**config.mk**
```make
export PLATFORM = sky130hd
export DESIGN_NAME = integer_to_ascii_digits
export DESIGN_NICKNAME = d
export VERILOG_FILES = /design/src/itoa_pkg.sv /design/src/integer_to_ascii_digits.sv
export VERILOG_INCLUDE_DIRS = /design/src /design/src/src
export SDC_FILE = /design/constraint.sdc
export NUM_CORES = 1
export LEC_CHECK = 0
export BUFFER_PORTS_ARGS = -buffer_cell sky130_fd_sc_hd__buf_2
export CELL_PAD_IN_SITES_DETAIL_PLACEMENT = 0
export CELL_PAD_IN_SITES_GLOBAL_PLACEMENT = 1
export CORE_MARGIN = 4
export CORE_UTILIZATION = 43
export DETAILED_ROUTE_END_ITERATION = 10
export HOLD_SLACK_MARGIN = 0.08
export PLACE_DENSITY_LB_ADDON = 0.1
export SETUP_SLACK_MARGIN = 0.3
export SLEW_MARGIN = 40
export SYNTH_ARGS = -nofsm -noshare
export SYNTH_HDL_FRONTEND = slang
export SYNTH_SLANG_ARGS = --single-unit
```
**constraint.sdc**
```tcl
create_clock -name clk -period 22.9 [get_ports clk]
set_input_delay 2.29 -clock clk [delete_from_list [all_inputs] [get_ports clk]]
set_output_delay 2.29 -clock clk [all_outputs]
set_load 0.01 [all_outputs]
```
**src/integer_to_ascii_digits_macros.svh**
```systemverilog
// Assertion macros for the integer to ASCII digit converter
`ifndef INTEGER_TO_ASCII_DIGITS_MACROS_SVH
`define INTEGER_TO_ASCII_DIGITS_MACROS_SVH

// same-cycle implication, sampled on clk, off while rst is high
`define ITOA_ASSERT_NOW(name, ante, cons, msg) \
  name: assert property (@(posedge clk) disable iff (rst) (ante) |-> (cons)) \
    else $error(msg);

// next-cycle implication
`define ITOA_ASSERT_NEXT(name, ante, cons, msg) \
  name: assert property (@(posedge clk) disable iff (rst) (ante) |=> (cons)) \
    else $error(msg);

`endif

```
**src/itoa_pkg.sv**
```systemverilog
// Types and constants for the integer to ASCII digit converter
`default_nettype none

package itoa_pkg;

  localparam int NUM_DIGITS = 20;  // enough for 2**64 - 1 in decimal
  localparam int DIGIT_W    = 4;
  localparam int DCNT_W     = 5;   // holds NUM_DIGITS
  localparam int BCNT_W     = 6;   // indexes 64 value bits
  localparam int VALUE_W    = 64;
  localparam int OCT_W      = 32;
  localparam int CHAR_W     = 6;

  localparam logic [1:0] ASCII_DIGIT_HI = 2'b11;  // '0'..'9' are 6'b11_xxxx
  localparam logic [CHAR_W-1:0] ASCII_ZERO = 6'd48;

  typedef enum logic [3:0] {
    ST_IDLE = 4'b0001,
    ST_CONV = 4'b0010,
    ST_SKIP = 4'b0100,
    ST_EMIT = 4'b1000
  } state_t;

  typedef logic [NUM_DIGITS-1:0][DIGIT_W-1:0] digits_t;

endpackage

`default_nettype wire

```
**src/integer_to_ascii_digits.sv**
```systemverilog
// The value is converted in ST_CONV over 64 (decimal) or 32 (octal) bits; then
// ST_SKIP drops the suppressed leading zero digits (at most 19) before the first
// character. Characters go out one per cycle while out_ready is high; the next
// item is taken once the last character has gone. The bit-serial shift loop,
// with add-3 for decimal digits, sets the conversion time.
// Synchronous active-high reset returns the block to idle with no beat pending.
`default_nettype none

module integer_to_ascii_digits (
  input  wire logic        clk,
  input  wire logic        rst,
  input  wire logic        in_valid,
  output logic             in_ready,
  input  wire logic        func,
  input  wire logic [63:0] value,
  input  wire logic        leading_zero,
  output logic             out_valid,
  input  wire logic        out_ready,
  output logic [5:0]       digit_char,
  output logic             last
);

  import itoa_pkg::*;
  `include "integer_to_ascii_digits_macros.svh"

  state_t              state, state_next;
  logic [VALUE_W-1:0]  value_sr;
  logic                octal;
  logic                prefix;
  logic [BCNT_W-1:0]   bit_cnt;
  logic [DCNT_W-1:0]   dig_cnt;
  digits_t             digits, digits_shift;
  logic [NUM_DIGITS-1:0] carry;
  logic                in_beat, out_beat;

  assign in_ready  = (state == ST_IDLE);
  assign out_valid = (state == ST_EMIT);
  assign in_beat   = in_valid && in_ready;
  assign out_beat  = out_valid && out_ready;

  assign digit_char = prefix ? ASCII_ZERO : {ASCII_DIGIT_HI, digits[NUM_DIGITS-1]};
  assign last       = !prefix && (dig_cnt == DCNT_W'(1));

  // One value bit enters digit 0 per cycle; each digit passes its top bit on.
  // Decimal digits get the add-3 correction first, octal digits use 3 bits.
  always_comb begin
    logic [DIGIT_W-1:0] d;
    logic               cin;
    for (int i = 0; i < NUM_DIGITS; i++) begin
      d   = digits[i];
      cin = (i == 0) ? value_sr[VALUE_W-1] : carry[(i == 0) ? 0 : i-1];
      if (octal) begin
        carry[i]        = d[2];
        digits_shift[i] = {1'b0, d[1:0], cin};
      end else begin
        if (d >= DIGIT_W'(5)) begin
          d = d + DIGIT_W'(3);
        end
        carry[i]        = d[3];
        digits_shift[i] = {d[2:0], cin};
      end
    end
  end

  always_comb begin
    state_next = state;
    unique case (state)
      ST_IDLE: begin
        if (in_beat) begin
          state_next = ST_CONV;
        end
      end
      ST_CONV: begin
        if (bit_cnt == '0) begin
          state_next = ST_SKIP;
        end
      end
      ST_SKIP: begin
        if (digits[NUM_DIGITS-1] != '0 || dig_cnt == DCNT_W'(1)) begin
          state_next = ST_EMIT;
        end
      end
      ST_EMIT: begin
        if (out_beat && last) begin
          state_next = ST_IDLE;
        end
      end
      default: state_next = ST_IDLE;
    endcase
  end

  always_ff @(posedge clk) begin
    if (rst) begin
      state <= ST_IDLE;
    end else begin
      state <= state_next;
    end
  end

  always_ff @(posedge clk) begin
    unique case (state)
      ST_IDLE: begin
        if (in_beat) begin
          octal   <= func;
          prefix  <= func && leading_zero && (value[OCT_W-1:0] != '0);
          digits  <= '0;
          dig_cnt <= DCNT_W'(NUM_DIGITS);
          if (func) begin
            value_sr <= {value[OCT_W-1:0], {(VALUE_W-OCT_W){1'b0}}};
            bit_cnt  <= BCNT_W'(OCT_W - 1);
          end else begin
            value_sr <= value;
            bit_cnt  <= BCNT_W'(VALUE_W - 1);
          end
        end
      end
      ST_CONV: begin
        digits   <= digits_shift;
        value_sr <= {value_sr[VALUE_W-2:0], 1'b0};
        bit_cnt  <= bit_cnt - BCNT_W'(1);
      end
      ST_SKIP: begin
        if (digits[NUM_DIGITS-1] == '0 && dig_cnt != DCNT_W'(1)) begin
          digits  <= {digits[NUM_DIGITS-2:0], {DIGIT_W{1'b0}}};
          dig_cnt <= dig_cnt - DCNT_W'(1);
        end
      end
      ST_EMIT: begin
        if (out_beat) begin
          if (prefix) begin
            prefix <= 1'b0;
          end else if (!last) begin
            digits  <= {digits[NUM_DIGITS-2:0], {DIGIT_W{1'b0}}};
            dig_cnt <= dig_cnt - DCNT_W'(1);
          end
        end
      end
      default: ;
    endcase
  end

  `ITOA_ASSERT_NOW(a_no_overlap, in_ready, !out_valid, "input taken while a beat is pending")
  `ITOA_ASSERT_NEXT(a_last_frees, out_beat && last, in_ready, "not idle after final beat")
  `ITOA_ASSERT_NOW(a_digit_range, out_valid, digit_char <= 6'd57, "character is not a digit")
  `ITOA_ASSERT_NOW(a_prefix_not_last, out_valid && prefix, !last, "prefix marked last")

endmodule

`default_nettype wire

```
# == Word-level counts from Yosys, hierarchy flattened ==
# Index checks and enable logic that the tools add are counted.
# op_classes
addsub,22
n_mul,0
n_div,0
magnitude_cmp,20
eq_ne,14
shift,0
n_mux,86
n_bitwise,0
n_reduce_logical,23
# op_table
cell,count
80-bit 2-to-1 mux,5
80-bit case mux with 4 select lines,1
4-bit 2-to-1 mux,44
64-bit 2-to-1 mux,2
64-bit case mux with 2 select lines,1
"4-bit by 3-bit greater-or-equal comparator with 1-bit output, second input constant",20
"4-bit by 2-bit adder with 4-bit output, second input constant",19
32-bit nonzero test,1
5-bit 2-to-1 mux,5
1-bit 2-to-1 mux,21
4-bit case mux with 4 select lines,1
5-bit case mux with 3 select lines,1
6-bit 2-to-1 mux,2
6-bit case mux with 2 select lines,1
6-bit AND reduction,2
"2-bit != test, second input constant",5
4-bit nonzero test,2
1-bit logical AND,7
6-bit logical NOT,1
"2-bit by 1-bit != test with 1-bit output, second input constant",3
"6-bit by 1-bit subtractor with 6-bit output, second input constant",1
"5-bit by 1-bit == test with 1-bit output, second input constant",1
"5-bit by 1-bit != test with 1-bit output, second input constant",1
"5-bit by 1-bit subtractor with 5-bit output, second input constant",1
15 further kinds,17
# word_totals
register_bits,161
latch_bits,0
mem_bits_rw,0
mem_bits_ro,0
inputBits,70
output_inout_bits,9
wordCells,191
mem_count,0

# == Longest topological paths before layout ==
# logic_depth
ltp_word,6
depth_mapped,7
depth_no_buf,6

# == Least setup slack after synthesis ==
# OpenSTA, ideal clock, no wires.
# synth_timing
path_type,in2reg
startpoint,input port out_ready
endpoint,register digits[0] (netlist bit) (enable)
t_arrival_ps,8515
path_slack_ps,13748
stages,4
n_path_buf,0
path_cell_list,nand2b_1 -> nor3b_1 -> nor4_1 -> a211oi_1
# synth_between
elab_chain_len,3
# synth_lines
item,line,source
"start, declared",integer_to_ascii_digits.sv:18,"input wire logic out_ready,"
1-bit logical AND,integer_to_ascii_digits.sv:39,assign out_beat = out_valid && out_ready;
2-bit by 1-bit != test with 1-bit output (no line),-,
6-bit AND reduction (no line),-,
"end signal, assigned",integer_to_ascii_digits.sv:118,digits <= digits_shift;
"end signal, assigned",integer_to_ascii_digits.sv:124,"digits <= {digits[NUM_DIGITS-2:0], {DIGIT_W{1'b0}}};"
"end signal, assigned",integer_to_ascii_digits.sv:133,"digits <= {digits[NUM_DIGITS-2:0], {DIGIT_W{1'b0}}};"
"end, declared",integer_to_ascii_digits.sv:32,"digits_t digits, digits_shift;"
# No other way between the ends.
# A chain may end at the register's enable or synchronous reset.

# == Final worst setup path ==
# layout_timing
startpoint,register dig_cnt[1]
endpoint,output port last
# layout_between
elab_chain_len,2
# layout_lines
item,line,source
"start, declared",integer_to_ascii_digits.sv:31,logic [DCNT_W-1:0] dig_cnt;
"start signal, assigned",integer_to_ascii_digits.sv:107,dig_cnt <= DCNT_W'(NUM_DIGITS);
"start signal, assigned",integer_to_ascii_digits.sv:125,dig_cnt <= dig_cnt - DCNT_W'(1);
"start signal, assigned",integer_to_ascii_digits.sv:134,dig_cnt <= dig_cnt - DCNT_W'(1);
5-bit by 1-bit == test with 1-bit output,integer_to_ascii_digits.sv:42,assign last = !prefix && (dig_cnt == DCNT_W'(1));
1-bit logical AND,integer_to_ascii_digits.sv:42,
"end, declared",integer_to_ascii_digits.sv:20,output logic last
# No other way between the ends.

==> metrics list <==
- The run finished with clean final reports.
- Hold crit path type: reg2reg
- Die height: approximately 160 um
- GRT met2 Usage: 0.305
- Synthesis inferred approximately 160 register bits.
* CTS-repair resized insts: 0
* Internal cell power: between 0.6 and 0.7 mW
- Clock buffers created by TritonCTS: 17
- The largest total area in the synthesized netlist belongs to sky130_fd_sc_hd__edfxtp_1.
* Combinational cell fraction of total power: 0.187
- Post-DR vias/cell: around 5.6
* Cell Chain, Critical Path: inv_1 > ha_1 > or4b_2 > nor2_1 > buf_2
- Pin count of the biggest net entering global routing: 106
- Post-synth ARST share: 0
- The first global-routing pass estimated between 30 and 40 mm of wire.
- The die covers 24300 um2.
- The synthesized netlist occupies a cell area of ~9400 um2.
* CP startpoint kind: flip-flop
- Power per standard cell area: between 80 and 90 nW/um2
- Once the clock tree was built, the setup fixing pass inserted 0 buffers.
* Power share of the clock group: 0.342
* Total net switching power: around 0.25 mW
- For this run, the top clock speed supported by timing is 0.237 GHz.
* Total track usage: 0.177
- For the finished layout, the period the worst path requires is roughly 4.2 ns.
- Post-route ant nets: 0
* Layer with the highest usage after global routing: met2
* Total number of vias: slightly below 7000
- In this run the static leakage power is about 4.0 nW.
- In this run the worst setup path terminates at last.
* Post-CTS Hold Buffers: 0
* Detailed-routing iteration count for the pre-antenna-repair pass: 4
* Internal reg-to-reg setup slack: approximately 20 ns
* Largest stage delay, worst path: around 0.66 ns
* Final worst-path cycle share: 0.184
- Yosys cell types: 46
- Proportion of synthesized area in mux cells: 0.0533
- Pin placement for this block handled between 70 and 80 I/O pins.
* Via count of the first global-routing pass: between 7000 and 8000
- Port Buffer Count: 76
- Seq pwr share: 0.471
- STA puts the critical path data arrival time at 1.92 ns.
* Critical register-to-register path startpoint: dig_cnt[1]
* Slowest CP cell: sky130_fd_sc_hd__or4b_2
- Adder-Cell Fraction of Synth Area: 0.0599
* Share of the synthesized area in compound gates (AO/OA/AOI/OAI): 0.143
- Setup total negative slack on the finished layout was measured at 0 ns.
- The tree is rooted in a sky130_fd_sc_hd__clkbuf_16.
- For this run, the post-layout net count is around 1100.
- RR Endpoint: digits[74]
- Synth top area share: 0.502
- For met1 alone, demand over resource in global routing was 0.220.
* Transition time of the tightest slew-check pin: around 0.8 ns
- Initial antenna violation count: 0
- After legalization and detailed placement, the total HPWL measured about 13 mm.
- Critical Path RT: just over 20 ns
- Mean instance size in the synthesized netlist: 10.5 um2
- The congestion estimate from routability-driven global placement came to ~0.8.
* Detailed-route wire length per cell: ~17 um
- Compared with the post-synthesis result, the final layout area differs by 13.1%.
* Type of the setup path with the least slack: reg2out
- Counting along the longest clock path gives a buffer depth of 2.
- After synthesis, the largest family of logic cells by area is simple AND/OR/NAND/NOR gates.
* Number of fill cells: roughly 2000
- After clock tree synthesis, the clock-pin slew on the worst setup and hold paths is approximately 0.07 ns.
- For this run, the leading register cell type out of synthesis is sky130_fd_sc_hd__edfxtp_1.
* Max-capacitance violation count: 0
* H-tree Lvls: 4
- Leading cell types by total area after synthesis: sky130_fd_sc_hd__edfxtp_1, sky130_fd_sc_hd__ha_1, sky130_fd_sc_hd__nand2_1, sky130_fd_sc_hd__mux2i_1, sky130_fd_sc_hd__o21ai_0
- Timing startpoint of the critical path: dig_cnt[1]
* Number of DRC violations after detailed routing: 0
* Floorplan core area: between 20000 and 25000 um2
* Slew Viols, Final: 0
- Summed over all layers, the routed wires come to 21.1 mm.
- Sequential cell area fraction in the yosys report: 0.510
- Most repeated cell in the gate-level netlist after synthesis: sky130_fd_sc_hd__edfxtp_1
- Setup violations remaining at the end of the flow were counted as 0.
- Of the total synthesized cell area, the portion taken by AND, OR, NAND and NOR gates is 0.166.
- Measured against its own limit, the worst slew margin works out to 0.467.
- In this run the worst path has a maximum fanout of 5.
* Standard-cell row count: between 50 and 60
- Starting density of the core: 0.443
- In the final layout, the share of cells above drive strength 1 is 0.131.
* Maximum clock skew at final layout: 0.0119 ns
* Number of hold-slack violations in the final timing report: 0
- Source-to-sink clock delay at the later pin of the worst-skew pair: 0.42 ns
- Logic depth of the worst register-to-register path: 7
* Proportion of total power due to net switching: 0.286
- For this design, the sink count on the clock tree is approximately 160.
* Commonest cells in the synthesized netlist: sky130_fd_sc_hd__edfxtp_1, sky130_fd_sc_hd__nand2_1, sky130_fd_sc_hd__o21ai_0
- For this run, the number of Yosys warnings is 0.
- Nature of the critical path endpoint: output pin
- Total design power: around 0.88 mW
- VDD IR max: 0.0536 mV
- Count of flip-flops with a built-in enable after synthesis: roughly 160
* RSZ-0062 raised after global routing: false
* Total overflow reported by the global router: 0
- TritonCTS built the clock tree.
* GRT met3 Usage: 0.0438
- Mapped Cells: about 900
- Die X-Extent: ~160 um
* Diode count: 0
* Initial drt markers: 438
- Post-synthesis xor/xnor area fraction: 0.0233
[power by group through the flow]
stage / combinational, mW / clock, mW / sequential [mW]
after floorplan: 0.124 / 0 / 0.417
after global placement: 0.158 / 0 / 0.420
after detailed placement: 0.165 / 0 / 0.422
after CTS: 0.167 / 0.308 / 0.416
after global routing: 0.186 / 0.321 / 0.422
final: 0.165 / 0.302 / 0.416
[critical path: cells and delay by family, from the launching register on]
family	cells	cell delay, ns
adders and majority gates	1	0.13
buffers and inverters	2	0.22
DFF	1	0.38
and+or+nand+nor	2	0.77
[final cells by class]
type	instances	area, um2	share of cell area
inverter	48	180	0.0170
timing repair buffer	87	474	0.0446
multi-input combinational	635	4210	0.397
sequential	161	4790	0.451
clock buffer	19	433	0.0408
tap	275	344	0.0324
clock inverter	13	184	0.0173
[cell families (layout without fill, tap and decap cells)]
family                   count (synthesis)  count (layout)
other                                    1               2
buffers and inverters                   98             167
AND/OR/NAND/NOR                        295             295
XOR/XNOR                                25              25
adder cells (fa/ha/maj)                 45              45
multiplexers                            50              50
flip-flops                             161             161
AO/OA/AOI/OAI                          218             218
[flip-flops by register name, indices dropped and copies added, names as in the netlist]
register,flops
bit_cnt,6
state,4
dig_cnt,5
digits,80
value_sr,64
prefix,1
octal,1
[placed cells by master (no fill, tap or decap), types with 20 or more instances in the layout]
master and n:
sky130_fd_sc_hd__edfxtp_1 157, sky130_fd_sc_hd__nand2_1 134, sky130_fd_sc_hd__o21ai_0 90, sky130_fd_sc_hd__buf_2 76, sky130_fd_sc_hd__mux2i_1 50, sky130_fd_sc_hd__inv_1 48
sky130_fd_sc_hd__ha_1 45, sky130_fd_sc_hd__a21oi_1 43, sky130_fd_sc_hd__nand3b_1 31, sky130_fd_sc_hd__xnor2_1 24, sky130_fd_sc_hd__nor3b_1 24, sky130_fd_sc_hd__nand2b_1 20
[layer usage]
layer  routed length (um)  share of wire
met1                 9560           0.45
met2                10400           0.49
met3                  864          0.041
met4                  306          0.015
met5                    0              0
[metrics by stage]
stage	setup WS, ns	util	cells	instance area [um2]	hold WS [ns]
after floorplan	13.75	-	894	9400	0.484
after CTS	18.62	0.500	1238	10600	0.513
after global placement	18.66	0.471	1206	9990	0.495
after detailed placement	18.87	0.471	1206	10000	0.498
final	18.69	0.501	1238	10600	0.504
after global routing	18.57	0.501	1238	10600	0.527
[worst min-delay path by stage]
| stage | to | cells past startpoint | start | slack [ns] |
|---|---|---|---|---|
| 2_1_floorplan | value_sr[10] | 2 | value_sr[9] | 0.48 |
| 3_3_place_gp | value_sr[26] | 2 | value_sr[25] | 0.49 |
| 3_5_place_dp | value_sr[1] | 2 | value_sr[0] | 0.50 |
| 4_1_cts | value_sr[1] | 2 | value_sr[0] | 0.51 |
| 5_1_grt | value_sr[3] | 2 | value_sr[2] | 0.53 |
| 6_report | value_sr[3] | 2 | value_sr[2] | 0.50 |
No activity file was read; power rests on OpenSTA's default activity.
